`src/hdl/ffba_pkg.sv`:
```
`timescale 1ns / 1ps

package ffba_pkg;

    // Sizing of the arena and of the free list.
    localparam int ARENA_BYTES    = 16384;
    localparam int HEADER_BYTES   = 32;
    localparam int MIN_DATA_BYTES = 8;
    localparam int FREE_DEPTH     = 16;

    // Field widths of the request and result streams.
    localparam int ADDR_W = 14;
    localparam int SIZE_W = 15;

    // The block size store holds one entry per 8-byte granule of the arena.
    localparam int STORE_DEPTH = ARENA_BYTES / 8;
    localparam int IDX_W       = $clog2(STORE_DEPTH);

    // Function codes carried in tuser.
    localparam logic FN_ALLOC = 1'b0;
    localparam logic FN_FREE  = 1'b1;

    // Result status codes.
    localparam logic [1:0] ST_OK   = 2'd0;
    localparam logic [1:0] ST_OOM  = 2'd1;
    localparam logic [1:0] ST_FULL = 2'd2;

    typedef logic [ADDR_W-1:0] t_addr;
    typedef logic [SIZE_W-1:0] t_size;
    typedef logic [IDX_W-1:0]  t_idx;

    // One free-list entry as it moves between neighbouring cells.
    typedef struct packed {
        logic  valid;
        t_addr addr;
        t_size size;
    } t_entry;

    // The search probe that walks down the chain, one cell per cycle.
    typedef struct packed {
        logic  valid;
        logic  hit;
        t_addr addr;
    } t_probe;

    // Commands broadcast from the controller to every cell.
    typedef struct packed {
        logic  push;
        logic  remove;
        t_size req;
    } t_cmd;

endpackage

```
`src/hdl/ffba_cell.sv`:
```
`timescale 1ns / 1ps

module ffba_cell
    import ffba_pkg::*;
(
    input  logic   i_clk,
    input  logic   i_rst_n,
    input  t_cmd   i_cmd,
    input  t_entry i_prev,
    input  t_entry i_next,
    input  t_probe i_probe,
    output t_entry o_entry,
    output t_probe o_probe
);

    logic   r_valid;
    t_addr  r_addr;
    t_size  r_size;
    logic   r_gone;
    logic   r_pv;
    logic   r_phit;
    t_addr  r_paddr;
    logic   w_mine;
    logic   w_hit;

    // This cell fits the request when it holds an entry large enough.
    assign w_mine = r_valid && (r_size >= i_cmd.req);
    assign w_hit  = i_probe.hit || w_mine;

    // Control state: entry valid, probe valid and hit, and removal mark.
    always_ff @(posedge i_clk) begin
        if (!i_rst_n) begin
            r_valid <= 1'b0;
            r_pv    <= 1'b0;
            r_phit  <= 1'b0;
            r_gone  <= 1'b0;
        end else begin
            r_pv <= i_probe.valid;
            if (i_probe.valid) begin
                r_phit <= w_hit;
                r_gone <= w_hit;
            end
            if (i_cmd.push) begin
                r_valid <= i_prev.valid;
            end else if (i_cmd.remove && r_gone) begin
                r_valid <= i_next.valid;
            end
        end
    end

    // Payload: a push takes the newer neighbour, a removal the older one.
    always_ff @(posedge i_clk) begin
        if (i_cmd.push) begin
            r_addr <= i_prev.addr;
            r_size <= i_prev.size;
        end else if (i_cmd.remove && r_gone) begin
            r_addr <= i_next.addr;
            r_size <= i_next.size;
        end
        if (i_probe.valid) begin
            r_paddr <= i_probe.hit ? i_probe.addr : r_addr;
        end
    end

    assign o_entry = '{valid: r_valid, addr: r_addr, size: r_size};
    assign o_probe = '{valid: r_pv, hit: r_phit, addr: r_paddr};

endmodule

```
`config.mk`:
```
export PLATFORM = sky130hd
export DESIGN_NAME = ffba_cell
export DESIGN_NICKNAME = d
export VERILOG_FILES = /design/src/hdl/ffba_pkg.sv /design/src/hdl/ffba_cell.sv
export SDC_FILE = /design/constraint.sdc
export NUM_CORES = 1
export LEC_CHECK = 0
export ABC_CLOCK_PERIOD_IN_PS = 2800
export BUFFER_PORTS_ARGS = -buffer_cell sky130_fd_sc_hd__buf_2
export CAP_MARGIN = 20
export CORE_ASPECT_RATIO = 1.4
export CORE_MARGIN = 3
export CORE_UTILIZATION = 48
export CTS_BUF_LIST = sky130_fd_sc_hd__clkbuf_8
export DETAILED_ROUTE_END_ITERATION = 12
export PLACE_DENSITY = 0.95
export RECOVER_POWER = 50
export SLEW_MARGIN = 20
export SYNTH_ARGS = -nofsm -noshare
export SYNTH_HDL_FRONTEND = slang
export SYNTH_SLANG_ARGS = --single-unit
```
`constraint.sdc`:
```
create_clock -name i_clk -period 2.8 [get_ports i_clk]
set_input_delay 0.28 -clock i_clk [delete_from_list [all_inputs] [get_ports i_clk]]
set_output_delay 0.28 -clock i_clk [all_outputs]
set_load 0.03 [all_outputs]
```
=== Yosys cells after proc, flatten, opt, wreduce, memory -nomap -nowiden ===
Cells that the tools add are included.

* Logic and storage cells: 18
* Input port bits: 95
* Output and inout bits: 46
* Register bits: 46

* Order comparisons: 1
* Reductions and logical operators: 4
* Mux-type cells: 7

{| class="wikitable"
|+ Operators by type and width
! kind !! count
|-
| 14-bit 2-to-1 mux || 3
|-
| 15-bit 2-to-1 mux || 2
|-
| 15-bit >= comparator || 1
|-
| 1-bit logical AND || 2
|-
| 1-bit 2-to-1 mux || 2
|-
| 2-bit nonzero test || 1
|-
| 1-bit logical OR || 1
|}

=== Depth between registers and ports, before layout ===
* Depth after elaboration: 3
* Depth in mapped cells: 6
* Gate-level depth less buffers: 6

=== Least setup slack after synthesis ===
No wires, ideal clock.

* Kind: reg-to-reg
* Start: register r_size[13]
* End: register r_phit
* Setup slack: 1166 ps
* Required time: 2731 ps
* Stages on the path, launching flop included: 5
* Period minus slack after synthesis: 1634 ps
* Setup time: 69 ps
* Arrival time: 1565 ps
* Cell sequence: edfxtp_1 ha_1 nand4_1 or4_1 o21ai_1

* Word-level cells in the longest chain between the ends: 3

{| class="wikitable"
|+ Ends and longest elaborated chain
! item !! line !! text
|-
| start: declaration || ffba_cell.sv:18 || <nowiki>t_size r_size;</nowiki>
|-
| start signal: assignment || ffba_cell.sv:55 || <nowiki>r_size <= i_prev.size;</nowiki>
|-
| start signal: assignment || ffba_cell.sv:58 || <nowiki>r_size <= i_next.size;</nowiki>
|-
| 15-bit >= comparator || ffba_cell.sv:27 || <nowiki>assign w_mine = r_valid && (r_size >= i_cmd.req);</nowiki>
|-
| 1-bit logical AND || ffba_cell.sv:27 ||
|-
| 1-bit logical OR || ffba_cell.sv:28 || <nowiki>assign w_hit = i_probe.hit || w_mine;</nowiki>
|-
| end signal: assignment || ffba_cell.sv:40 || <nowiki>r_phit <= w_hit;</nowiki>
|-
| end: declaration || ffba_cell.sv:21 || <nowiki>logic r_phit;</nowiki>
|}

Every way passes these cells.
A chain may end at the register's enable or synchronous reset.

=== Worst setup path after layout ===
* Start: input i_cmd[16] (netlist bit)
* End: register r_size[5], data pin

* Word-level cells in the longest chain between the ends: 1

{| class="wikitable"
|+ Ends and longest elaborated chain
! item !! line !! text
|-
| start: declaration || ffba_cell.sv:8 || <nowiki>input t_cmd i_cmd,</nowiki>
|-
| 15-bit 2-to-1 mux || ffba_cell.sv:53 || <nowiki>if (i_cmd.push) begin</nowiki>
|}

Every way passes these cells.

==> metrics <==
pre-CTS setup slack=1.262 ns; design internal power=1.149 mW; period utilisation layout=72.10%; die area=0.005760 mm^2; largest net degree at the start of global routing=31; setup tns final=0 ns; XOR/XNOR share of the synthesized area=0%; number of global-route vias before repair=1854; Core ar.=0.004608 mm^2; Routed Antenna Nets=0; DR DRC count=0; Min Hold Slack=0.2736 ns; Mapped Nets=269; post-cts resize count=0; setup violators final=0; max-slew violations=31; Clk Tree Root Cell=clkbuf_8; Combinational Power Share=24.0%; post-synthesis adder-cell area fraction=8.021%; hpwl dp=4658 um; crit end category=register; crit-path most repeated cell=clkbuf_1; multi-input combinational cell area=874.6 um^2; Net Sw Frac=28.66%; initial antenna violation count=0; IO buf count=140; Post-CTS Setup Bufs=0; row count=29; drt pass-1 iters=6; vias=1817; Initial Utilization=50.77%; reported net switching power=461.4 uW; HP Class=primary input to register; Final Hold Viols=0; Max H-tree Level=2; Num Clock Sinks=46; Finished Cell Area=0.003166 mm^2; Filler cells=365; Worst-Skew Late Latency=0.29 ns; simple-gate share of the synthesized area=3.369%; status=complete, but fails checks; unrepaired setup endpoints after global routing=false; clock skew=0.007174 ns; Mapped Area=0.002340 mm^2; fin worst setup slack=0.7812 ns; overall routing resource usage=19.02%; Clk pwr share=23.6%; first-pass GRT wire length=8204 um; die width=65.01 um; DP Area=0.003099 mm^2; Power, Total=1.610 mW; max-cap viol count=1; Critical Path Start Type=primary input; P&R area growth vs syn=35.29%; FF+latch count, synth=46; drt total wl=5684 um; worst vdd ir=0.4929 mV; total gr overflow=0; CTS Buf Count=5; critical path's slowest cell=clkbuf_1; crit path buf inv count=2; highest achievable clock rate=495.3 MHz; Final min period=2.019 ns; area fraction of the dominant cell type after synthesis=55.19%; I/O pins=141; Pleak=1.466 nW; FF+latch area=0.001351 mm^2; Die Ht=88.61 um; clock-pin slew of the registers on the worst-case setup and hold paths=0.09 ns; Non-Filler Instances=363; post-synth top area cell=edfxtp_1; mux contribution to synthesized area=21.55%; fin util=68.69%; CP max FO=30; initial drt markers=23; largest family of logic cells by synthesized area=multiplexers; Setup CP Type=primary input to register; Seq pwr share=52.4%; Placed Cells=355; Nets=410; synth top area cells=edfxtp_1 (55%), mux2_2 (16%), ha_1 (8.0%), mux2_1 (4.8%), inv_1 (2.9%); clk buf depth=2; failing checks=max-capacitance violations, max-slew violations; sequential fraction of the synthesis area=57.75%; DR WL/cell=15.66 um; Syn Area/Cell=14.72 um^2; hold_buf cts=0; WP data required=2.83 ns; share of cells above drive strength 1=56.81%; YS warnings=0; max incr delay on CP=1.20 ns; CTS tree=built; Synth Area in Compound Gates=4.439%; delay-heaviest family, CP=buffers and inverters; n_diodes=0; Worst slew margin=-9.248%; Slew @ Worst Pin=1.639 ns; post-DR vias/cell=5.006; post-synthesis cell type count=26; routability cong.=0.7296; crit path cell chain=clkbuf_1 > clkbuf_1 > mux2_2; P per Cell Area=508.6 mW/mm^2; Mapped Cells=159; Worst EP arrival=2.05 ns
## synthesized netlist by cell type
cell type   n
inv_1      18
mux2_2     33
clkbuf_1    1
nand3_1     2
a211oi_1    4
o21ai_0     1
ha_1       15
mux2i_1     2
o211ai_2    1
nand2_8     1
o311a_1     1
mux2_1     10
nand4_1     2
nand2b_1    1
o22ai_1     1
buf_2       4
nand2_1     1
edfxtp_1   43
a21o_1      2
nor2_1      3
o21ai_1     1
dfxtp_1     3
a21oi_1     4
buf_4       3
and2_2      1
or4_1       1
## kinds of logic (layout without fill, tap and decap cells)
group	count (synthesis)	in the layout
compound gates	15	15
fa+ha+maj	15	15
buf+inv	26	168
flops	46	46
mux	45	45
simple gates	12	12
## sequential cells by signal (all words and copies together), names as in the netlist
| name | count |
|---|---|
| r_addr | 14 |
| r_paddr | 14 |
| r_pv | 1 |
| r_valid | 1 |
| r_phit | 1 |
| r_size | 15 |
## worst register-to-register path, delay by kind of cell, from the launching register on
kind / cells / cell delay (ns)
AOI/OAI and AO/OA: 1 / 0.14
adders and majority gates: 1 / 0.35
DFF: 1 / 0.40
and+or+nand+nor: 2 / 0.65
## layout by cell type, fill, tap and decap left out, types with 3 or more instances in the layout
master    instances
a21oi_1           4
edfxtp_1         43
mux2_2           32
buf_2           128
clkbuf_8          5
ha_1             15
a211oi_1          4
mux2_1           11
inv_1            18
clkbuf_1         13
nor2_1            3
dfxtp_1           3
## area by class of cell
type	count	share of cell area (%)
sequential	46	42.69
multi-input combinational	87	27.63
timing repair buffer	142	22.41
tap	62	2.451
clock buffer	5	2.174
inverter	18	2.134
clock inverter	3	0.5138
## metal layers
metal  routed length [um]  GRT usage [%]
met1                 1824          18.62
met2                 3366          37.80
met3                  412          4.574
met4                   81          7.115
met5                    0              0
## worst paths after layout
kind                             startpoint  slack, ns  cells after the start          end
worst max-delay path              i_cmd[16]       0.78                      3    r_size[5]
worst min-delay path            i_probe[12]       0.27                      2  r_paddr[12]
worst max register to register   r_size[13]       1.21                      4       r_phit
worst min register to register      r_valid       0.54                      2      r_valid
## power by group through the flow
stage | Combinational [mW] | Clock, mW | Sequential [mW]
3_5_place_dp | 0.392 | 0 | 0.859
4_1_cts | 0.394 | 0.392 | 0.844
3_3_place_gp | 0.379 | 0 | 0.856
6_report | 0.387 | 0.380 | 0.843
5_1_grt | 0.419 | 0.414 | 0.850
2_1_floorplan | 0.139 | 0 | 0.960
Power figures use the tool's default switching activity.
